--- src/hw/rtl/ccrc_pkg.sv ---
package ccrc_pkg;

    localparam int unsigned CRC_W       = 32;
    localparam int unsigned BYTE_W      = 8;
    localparam int unsigned COUNT_W     = 17;
    localparam int unsigned CFG_IDX_W   = 1;

    localparam logic [CRC_W-1:0]   CRC_SEED        = 32'hFFFF_FFFF;
    localparam logic [CRC_W-1:0]   POLY_CASTAGNOLI = 32'h82F6_3B78;
    localparam logic [CRC_W-1:0]   POLY_ZLIB       = 32'hEDB8_8320;
    localparam logic [COUNT_W-1:0] CHUNK_LEN_RESET = 17'd512;

    typedef enum logic [CFG_IDX_W-1:0] {
        REG_CHUNK_LENGTH = 1'b0,
        REG_CRC_VARIANT  = 1'b1
    } cfg_index_t;

    typedef enum logic {
        VARIANT_CASTAGNOLI = 1'b0,
        VARIANT_ZLIB       = 1'b1
    } crc_variant_t;

    // Reflected CRC update of one byte, LSB first.
    function automatic logic [CRC_W-1:0] fold_byte(
        input logic [CRC_W-1:0]  crc,
        input logic [BYTE_W-1:0] data,
        input logic [CRC_W-1:0]  poly
    );
        logic [CRC_W-1:0] c;
        c = crc ^ {{(CRC_W-BYTE_W){1'b0}}, data};
        for (int b = 0; b < BYTE_W; b++) begin
            c = c[0] ? ((c >> 1) ^ poly) : (c >> 1);
        end
        return c;
    endfunction

endpackage

--- src/hw/rtl/chunked_crc32_checksum.sv ---
// Channel | Direction | Ports                                   | Transfer when
// --------+-----------+-----------------------------------------+-------------------------
// input   | in        | s_valid, s_ready, s_data_byte, s_last_byte | s_valid && s_ready
// result  | out       | m_valid, m_ready, m_checksum, m_final_chunk | m_valid && m_ready
// config  | in        | cfg_we, cfg_index, cfg_data             | cfg_we (no wait)
//
// One byte per cycle sustained unless a stalled result blocks a closing byte:
// a transferred byte sits in the input register, is folded into the running CRC
// by the combinational byte update in the following cycle, and a closed chunk's
// checksum is loaded into the output register at the end of that same cycle.
// The CRC/count feedback loop is the byte update plus a 17-bit increment and compare.
// Reset (aresetn low, synchronous) seeds the CRC with all ones, clears the
// byte count and both valid flags, and loads chunk_length 512, Castagnoli.
// A stalled result only blocks bytes that would close another chunk; other
// bytes keep flowing and one more can wait in the input register.
module chunked_crc32_checksum (
    input  logic                          aclk,
    input  logic                          aresetn,

    input  logic                          s_valid,
    output logic                          s_ready,
    input  logic [ccrc_pkg::BYTE_W-1:0]   s_data_byte,
    input  logic                          s_last_byte,

    output logic                          m_valid,
    input  logic                          m_ready,
    output logic [ccrc_pkg::CRC_W-1:0]    m_checksum,
    output logic                          m_final_chunk,

    input  logic                          cfg_we,
    input  logic [ccrc_pkg::CFG_IDX_W-1:0] cfg_index,
    input  logic [ccrc_pkg::COUNT_W-1:0]  cfg_data
);

    // Configuration registers
    logic [ccrc_pkg::COUNT_W-1:0] chunk_len_reg;
    ccrc_pkg::crc_variant_t       variant_reg;

    // Input register
    logic                         in_valid_reg;
    logic [ccrc_pkg::BYTE_W-1:0]  in_byte_reg;
    logic                         in_last_reg;

    // Running state
    logic [ccrc_pkg::CRC_W-1:0]   crc_reg,   crc_next;
    logic [ccrc_pkg::COUNT_W-1:0] count_reg, count_next;

    // Output register
    logic                         out_valid_reg;
    logic [ccrc_pkg::CRC_W-1:0]   out_crc_reg;
    logic                         out_final_reg;

    logic [ccrc_pkg::CRC_W-1:0]   poly;
    logic [ccrc_pkg::CRC_W-1:0]   crc_folded;
    logic [ccrc_pkg::COUNT_W-1:0] count_inc;
    logic                         closes;
    logic                         out_free;
    logic                         proc;
    logic                         s_xfer;
    logic                         m_xfer;

    // ---------------------------------------------------------------
    // Configuration writes
    // ---------------------------------------------------------------
    always_ff @(posedge aclk) begin
        if (!aresetn) begin
            chunk_len_reg <= ccrc_pkg::CHUNK_LEN_RESET;
            variant_reg   <= ccrc_pkg::VARIANT_CASTAGNOLI;
        end else if (cfg_we) begin
            unique case (cfg_index)
                ccrc_pkg::REG_CHUNK_LENGTH: chunk_len_reg <= cfg_data;
                ccrc_pkg::REG_CRC_VARIANT:  variant_reg   <= ccrc_pkg::crc_variant_t'(cfg_data[0]);
                default: ;
            endcase
        end
    end

    // ---------------------------------------------------------------
    // Byte update and chunk close decision
    // ---------------------------------------------------------------
    assign poly       = (variant_reg == ccrc_pkg::VARIANT_ZLIB) ? ccrc_pkg::POLY_ZLIB
                                                                : ccrc_pkg::POLY_CASTAGNOLI;
    assign crc_folded = ccrc_pkg::fold_byte(crc_reg, in_byte_reg, poly);
    assign count_inc  = count_reg + 1'b1;   // wraps at 17 bits
    // A zero length closes on every byte since the compare always passes.
    assign closes     = in_last_reg || (count_inc >= chunk_len_reg);

    // Process the registered byte unless it closes a chunk while the result
    // slot is still held by an untaken checksum.
    assign m_xfer   = out_valid_reg && m_ready;
    assign out_free = !out_valid_reg || m_ready;
    assign proc     = in_valid_reg && (!closes || out_free);

    assign s_ready  = !in_valid_reg || proc;
    assign s_xfer   = s_valid && s_ready;

    always_comb begin
        crc_next   = crc_reg;
        count_next = count_reg;
        if (proc) begin
            if (closes) begin
                crc_next   = ccrc_pkg::CRC_SEED;
                count_next = '0;
            end else begin
                crc_next   = crc_folded;
                count_next = count_inc;
            end
        end
    end

    // ---------------------------------------------------------------
    // Input register: load on a transfer, drop once processed
    // ---------------------------------------------------------------
    always_ff @(posedge aclk) begin
        if (!aresetn) begin
            in_valid_reg <= 1'b0;
        end else if (s_xfer) begin
            in_valid_reg <= 1'b1;
        end else if (proc) begin
            in_valid_reg <= 1'b0;
        end
    end

    always_ff @(posedge aclk) begin
        if (s_xfer) begin
            in_byte_reg <= s_data_byte;
            in_last_reg <= s_last_byte;
        end
    end

    // ---------------------------------------------------------------
    // Running CRC and chunk byte count
    // ---------------------------------------------------------------
    always_ff @(posedge aclk) begin
        if (!aresetn) begin
            crc_reg   <= ccrc_pkg::CRC_SEED;
            count_reg <= '0;
        end else begin
            crc_reg   <= crc_next;
            count_reg <= count_next;
        end
    end

    // ---------------------------------------------------------------
    // Output register: load a closed chunk's checksum, hold until taken
    // ---------------------------------------------------------------
    always_ff @(posedge aclk) begin
        if (!aresetn) begin
            out_valid_reg <= 1'b0;
        end else if (proc && closes) begin
            out_valid_reg <= 1'b1;
        end else if (m_xfer) begin
            out_valid_reg <= 1'b0;
        end
    end

    always_ff @(posedge aclk) begin
        if (proc && closes) begin
            out_crc_reg   <= ~crc_folded;
            out_final_reg <= in_last_reg;
        end
    end

    assign m_valid       = out_valid_reg;
    assign m_checksum    = out_crc_reg;
    assign m_final_chunk = out_final_reg;

    // ---------------------------------------------------------------
    // Assertions
    // ---------------------------------------------------------------
    // A blocked byte stays in the input register.
    assert property (@(posedge aclk) disable iff (!aresetn)
        (in_valid_reg && !proc) |=> (in_valid_reg && $stable(in_byte_reg)))
        else $error("blocked byte lost from input register");

    // Closing a chunk reseeds the CRC and clears the count.
    assert property (@(posedge aclk) disable iff (!aresetn)
        (proc && closes) |=> (crc_reg == ccrc_pkg::CRC_SEED && count_reg == '0))
        else $error("chunk close did not restart CRC state");

    // A new result only appears after a closing byte was processed.
    assert property (@(posedge aclk) disable iff (!aresetn)
        $rose(out_valid_reg) |-> $past(proc && closes))
        else $error("result appeared without a closing byte");

    // A closing byte never overwrites a result that is still waiting.
    assert property (@(posedge aclk) disable iff (!aresetn)
        (out_valid_reg && !m_ready) |=> ($stable(out_crc_reg) && $stable(out_final_reg)))
        else $error("pending result overwritten");

    // The count only moves when a byte is processed.
    assert property (@(posedge aclk) disable iff (!aresetn)
        !proc |=> $stable(count_reg) && $stable(crc_reg))
        else $error("CRC state changed without a processed byte");

endmodule

--- config.mk ---
export PLATFORM = sky130hd
export DESIGN_NAME = chunked_crc32_checksum
export DESIGN_NICKNAME = d
export VERILOG_FILES = /design/src/hw/rtl/ccrc_pkg.sv /design/src/hw/rtl/chunked_crc32_checksum.sv
export SDC_FILE = /design/constraint.sdc
export NUM_CORES = 1
export LEC_CHECK = 0
export BUFFER_PORTS_ARGS = -buffer_cell sky130_fd_sc_hd__buf_4
export CAP_MARGIN = 40
export CORE_ASPECT_RATIO = 0.6
export CORE_MARGIN = 3
export CORE_UTILIZATION = 30
export CTS_BUF_LIST = sky130_fd_sc_hd__clkbuf_16
export DETAILED_ROUTE_END_ITERATION = 8
export SETUP_SLACK_MARGIN = 0.2
export SLEW_MARGIN = 0
export SYNTH_ARGS = -nofsm -noshare
export SYNTH_HDL_FRONTEND = slang
export SYNTH_SLANG_ARGS = --single-unit
--- constraint.sdc ---
create_clock -name aclk -period 6.65 [get_ports aclk]
set_input_delay 0.3325 -clock aclk [delete_from_list [all_inputs] [get_ports aclk]]
set_output_delay 0.3325 -clock aclk [all_outputs]
set_load 0.02 [all_outputs]
==> results.py, run 1 <==
metrics = {
    "floorplan": {
        "die_w_um": 193,
        "io_pins": 67,
        "fp.coreArea_um2": 20300,
        "rows": 40,
        "die-area_um2": 22800,
        "initial_core_util_pct": 31.0,
        "die_h_um": 118,
    },
    "drt": {
        "first_pass_iters": 5,
        "via_count": 4493,
        "viasPerCell": 4.66,
        "postRouteAntennaNets": 0,
        "drc_errors": 0,
        "wirelength_mm": 15.8,
        "drt-initial-drc-count": 415,
        "wire_per_inst_um": 16.4,
    },
    "job": {
        "drv_cap": 0,
    },
    "power": {
        "seq_power_share_pct": 27.9,
        "ir_drop_v": 0.000232,
        "combPwrFrac_pct": 56.7,
        "p_leak_nw": 2.74,
        "power_density_nw_per_um2": 494,
        "total_power_mw": 3.69,
        "pwr-share-clk_pct": 15.4,
        "p_sw_share_pct": 40.8,
        "p_sw_mw": 1.50,
        "p_int_mw": 2.18,
    },
    "sta": {
        "max_freq_mhz": 209,
        "setup_viol": 0,
        "post-route-min-period_ps": 4780,
        "final-max-slew-violation-count": 0,
        "relSlewSlack_pct": 40.7,
        "skew_ps": 9.76,
        "hold_viol": 0,
        "worstMarginPinSlew_ps": 883,
        "finalSetupTns_ps": 0,
        "rsz0062_at_grt": "no",
        "fin_crit_sh_pct": 71.9,
    },
    "hold_path": {
        "holdPathStages": 1,
        "hold_path.class": "in2reg",
    },
    "synthesis": {
        "ys.warnings.count": 0,
        "yosysSeqAreaShare_pct": 42.0,
        "avgSynthCellArea_um2": 10.0,
        "synth_common_cells": "93 x xnor2_1, 72 x nand2_1, 69 x dfxtp_1, 43 x nor2_1, 42 x edfxtp_1",
        "yosys-top-cells-area": "dfxtp_1 22%, edfxtp_1 20%, xnor2_1 13%",
        "yosysMostFrequentCell": "xnor2_1",
        "synth_area_leader_cell": "dfxtp_1",
        "synth.net_count": 677,
        "synth-seq-cells": 111,
        "synth_area_um2": 6290,
        "ys.flop_type": "dfxtp_1",
        "synth_cell_type_count": 53,
        "async_reset_ff_share_pct": 0,
        "synth-edff-count": 42,
        "synth_top_area_share_pct": 22.0,
        "netlist_instances": 627,
    },
    "place": {
        "io_buffer_count": 66,
        "dpl.cell_count": 949,
        "place_area_um2": 7150,
        "globalplace.congestion": 0.847,
        "hpwl_mm": 11.7,
    },
    "status": {
        "status": "finished clean",
    },
    "global_route": {
        "grt_overflow": 0,
        "antenna_found_initial": 0,
        "grt_usage_pct": 14.2,
        "grt_max_degree": 55,
        "grt_pass1_vias": 4212,
        "grt_pass1_wl_mm": 25.0,
    },
    "clock_tree": {
        "cts_resized": 0,
        "tritoncts": "yes",
        "post_cts_buffers": 0,
        "htree_levels": 3,
        "numCtsBuffers": 9,
        "hold_buffers": 0,
        "cts.path.max_buffers": 2,
        "ctsRootBufferMaster": "clkbuf_16",
        "clk_pin_slew_worst_paths_ps": 80,
        "cts.sinks": 111,
        "clock_insertion_delay_worst_skew_ps": 350,
    },
    "critical_path": {
        "worstPathArrival_ps": 5000,
        "worstSetupStartpointType": "register",
        "worst_setup_path_end_kind": "register",
        "cp_max_fo": 22,
        "worstPathRequired_ps": 6870,
        "critical_path_class": "reg2reg",
        "rr_worst_depth": 15,
    },
    "finish": {
        "fin_area_um2": 7450,
        "diodes": 0,
        "fillers": 2048,
        "nets": 737,
        "area_growth_pct": 18.5,
        "drive_gt1_share_pct": 17.3,
        "layoutNonFillerInstCount": 965,
    },
}
-- routing by layer --
layer  global-route usage (%)  wire, um  vias to the layer above  part of all wire, %
li1                         -         -                     2254                    -
met1                     24.6      9120                     2098                   58
met2                     17.1      5530                      128                   35
met3                     3.08       985                       13                  6.2
met4                     2.80       144                        0                 0.91
met5                        0         0                        -                    0
-- kinds of logic (layout without fill, tap and decap cells) --
| family | after synthesis | count (layout) | synth area share (%) |
|---|---|---|---|
| adder cells (fa/ha/maj) | 18 | 18 | 3.58 |
| AO/OA/AOI/OAI | 117 | 117 | 12.0 |
| multiplexers | 6 | 6 | 0.975 |
| AND/OR/NAND/NOR | 188 | 188 | 14.4 |
| XOR/XNOR | 141 | 141 | 24.3 |
| buffers and inverters | 46 | 111 | 2.81 |
| flip-flops | 111 | 111 | 42.0 |
-- layout by cell type, fill, tap and decap left out, drive strengths merged, types with 2 or more instances in the layout --
| cell type | netlist | routed |
|---|---|---|
| xnor2 | 105 | 105 |
| inv | 19 | 24 |
| and2 | 4 | 4 |
| a21oi | 35 | 35 |
| a31oi | 2 | 2 |
| and4 | 5 | 5 |
| edfxtp | 42 | 42 |
| a22oi | 5 | 5 |
| mux2i | 5 | 5 |
| nor2 | 45 | 45 |
| nand3 | 10 | 10 |
| nand3b | 4 | 4 |
| clkbuf | 18 | 9 |
| and3 | 4 | 4 |
| xor2 | 27 | 27 |
| o21a | 5 | 5 |
| o21ai | 25 | 25 |
| dfxtp | 69 | 69 |
| nor3 | 4 | 4 |
| nand4 | 4 | 4 |
| o221a | 2 | 2 |
| nor2b | 12 | 12 |
| nand2 | 72 | 72 |
| clkinv | 1 | 2 |
| nand2b | 18 | 18 |
| o211ai | 7 | 7 |
| or3 | 5 | 5 |
| a21boi | 28 | 28 |
| ha | 18 | 18 |
| xnor3 | 9 | 9 |
| buf | 8 | 75 |
-- critical path, cell delays in order, from the launching register on --
cell,delay (ps)
dfxtp_1,410
ha_1,270
and4_1,310
nand3_1,180
nor3_1,470
and3_1,290
xor2_1,80
ha_1,190
or4_1,470
a21oi_1,250
nand3_1,110
o31a_1,490
nor2_1,160
buf_4,290
and2_1,490
a22oi_1,160
-- area by class of cell --
class,instances,area [um2],share of cell area [%]
clock inverters,7,80.1,1.07
multi-input cells,470,3490,46.9
repair buffers,75,594,7.98
inverters,20,75.1,1.01
well taps,273,342,4.58
clock buffers,9,225,3.02
flip-flops and latches,111,2640,35.5
-- power by group through the flow --
| stage | combinational (mW) | sequential, mW | clock (mW) |
|---|---|---|---|
| floorplan | 1.49 | 1.09 | 0 |
| global placement | 2.07 | 1.04 | 0 |
| detailed placement | 2.07 | 1.04 | 0 |
| CTS | 2.10 | 1.03 | 0.583 |
| global route | 2.27 | 1.04 | 0.610 |
| finish | 2.09 | 1.03 | 0.567 |
-- per-stage QoR --
| step | utilization (%) | hold WS, ps | setup slack, ps |
|---|---|---|---|
| 2_1_floorplan | - | 431 | 2300 |
| 3_3_place_gp | 35.0 | 455 | 2150 |
| 3_5_place_dp | 35.3 | 458 | 1900 |
| 4_1_cts | 36.8 | 138 | 1890 |
| 5_1_grt | 36.8 | 129 | 1450 |
| 6_report | 36.8 | 151 | 1870 |
-- final timing paths --
kind                          start           endpoint  slack [ps]
setup / recovery       count_reg[0]        crc_reg[12]        1870
hold / removal          s_last_byte        in_last_reg         150
setup reg to reg       count_reg[0]        crc_reg[12]        1870
hold reg to reg   chunk_len_reg[15]  chunk_len_reg[15]         470
Power figures use the tool's default switching activity.
==> run 2, diff against run 1 <==
==> constraint.sdc (replaced) <==
create_clock -name aclk -period 3.9 [get_ports aclk]
set_input_delay 0.195 -clock aclk [delete_from_list [all_inputs] [get_ports aclk]]
set_output_delay 0.195 -clock aclk [all_outputs]
set_load 0.02 [all_outputs]
==> run 2 against run 1 <==
Effect of this change: clock skew is 3.6 ps higher; die area unchanged; worst setup slack lost 1500 ps; highest routed layer unchanged.
==> results.py, run 2 (synthesis gave the netlist of run 1 again) <==
metrics = {
    "status": {
        "status": "finished clean",
    },
    "clock_tree": {
        "clock_insertion_delay_worst_skew_ps": 350,
        "htree_levels": 3,
        "clk_pin_slew_worst_paths_ps": 80,
        "cts.sinks": 111,
        "tritoncts": "yes",
        "cts.path.max_buffers": 2,
        "ctsRootBufferMaster": "clkbuf_16",
        "numCtsBuffers": 9,
    },
    "drt": {
        "wire_per_inst_um": 16.5,
        "first_pass_iters": 4,
        "via_count": 4636,
        "drt-initial-drc-count": 367,
        "drc_errors": 0,
        "postRouteAntennaNets": 0,
        "wirelength_mm": 16.5,
        "viasPerCell": 4.63,
    },
    "place": {
        "globalplace.congestion": 0.865,
        "place_area_um2": 7400,
        "dpl.cell_count": 976,
        "hpwl_mm": 12.5,
        "io_buffer_count": 66,
    },
    "finish": {
        "area_growth_pct": 25.5,
        "nets": 773,
        "fillers": 2034,
        "fin_area_um2": 7890,
        "mostFrequentLayoutCell": "buf_4",
        "mostFrequentLayoutCells": "103 x buf_4, 93 x xnor2_1, 71 x nand2_1",
        "drive_gt1_share_pct": 24.7,
        "diodes": 0,
        "layoutNonFillerInstCount": 1001,
        "fin_util_pct": 38.9,
    },
    "sta": {
        "skew_ps": 13.3,
        "worstMarginPinSlew_ps": 771,
        "rsz0062_at_grt": "yes",
        "setup_viol": 0,
        "hold_viol": 0,
        "max_freq_mhz": 280,
        "final-max-slew-violation-count": 0,
        "relSlewSlack_pct": 48.2,
        "finalSetupTns_ps": 0,
        "whs_ps": 17.2,
        "fin_crit_sh_pct": 91.6,
        "post-route-min-period_ps": 3570,
    },
    "power": {
        "ir_drop_v": 0.000383,
        "p_leak_nw": 2.97,
        "power_density_nw_per_um2": 798,
    },
    "floorplan": {
        "die_h_um": 118,
        "io_pins": 67,
        "die_w_um": 193,
        "die-area_um2": 22800,
        "fp.coreArea_um2": 20300,
        "rows": 40,
        "initial_core_util_pct": 31.0,
    },
    "critical_path": {
        "cp_max_fo": 8,
        "worst_setup_path_end_kind": "output pin",
        "worstSetupStartpointType": "register",
        "worstPathRequired_ps": 3700,
        "worstPathArrival_ps": 3380,
        "critical_path_class": "reg2out",
    },
    "global_route": {
        "grt_max_degree": 55,
        "grt_usage_pct": 14.6,
        "antenna_found_initial": 0,
        "grt_overflow": 0,
        "grt_pass1_wl_mm": 25.2,
        "grt_pass1_vias": 4379,
    },
    "job": {
        "drv_cap": 0,
    },
    "hold_path": {
        "hold_path.class": "in2reg",
    },
}
-- run 2: cell types whose count changed in the layout (fill, tap and decap cells not counted), moves of 3 or more --
cell,delta
buf_12,+4
buf_4,+31
dfxtp_1,-7
dfxtp_2,+7
nand3_1,-4
nand3_2,+3
-- run 2: worst paths after layout --
kind                           from                end  slack, ps  cells after the start
setup / recovery       count_reg[5]            s_ready        330                     15
hold / removal       s_data_byte[0]     in_byte_reg[0]         20                      1
setup reg to reg       count_reg[5]        crc_reg[30]        360                     16
hold reg to reg   chunk_len_reg[16]  chunk_len_reg[16]        460                      2
-- run 2: metrics by stage --
stage	power (mW)	worst slack, ps
global placement	5.36	103
CTS	6.32	199
floorplan	4.41	224
global route	6.66	182
detailed placement	5.37	0.980
finish	6.30	328
-- run 2: worst max-delay path: stages (launching register included) --
cell and delay [ps]:
dfxtp_2 340, and4_4 250, and3_4 230, nand2_4 70, nor2_4 110, nand3_2 100, xnor2_1 140, ha_1 200
or4_4 550, a21oi_4 150, nand3_2 80, o31a_1 330, buf_6 140, buf_6 140, nand3_2 90, buf_6 120
-- run 2: timing repair --
item	CTS	global route
pin swaps	2	5
cloned	0	0
resized for setup	19	17
hold buffers	0	0
buffers inserted	3	6
setup endpoints to repair	58	77
-- run 2: layer usage --
layer	track usage (%)	wire length (um)
met5	0	0
met4	2.75	174
met3	3.71	1020
met2	17.7	5930
met1	24.9	9410
-- run 2: cell type report --
type | instances | area (um2) | share of cell area [%]
well taps | 273 | 342 | 4.33
repair buffers | 111 | 915 | 11.6
clock inverters | 6 | 42.5 | 0.539
clock buffers | 10 | 250 | 3.17
flip-flops and latches | 111 | 2650 | 33.6
inverters | 20 | 75.1 | 0.951
multi-input cells | 470 | 3610 | 45.8
-- run 2: power by group --
part | switching (mW) | internal [mW] | leakage [nW]
Combinational | 2.01 | 1.62 | 1.87
Sequential | 0.123 | 1.63 | 0.957
Clock | 0.438 | 0.476 | 0.149
Total | 2.57 | 3.73 | 2.97
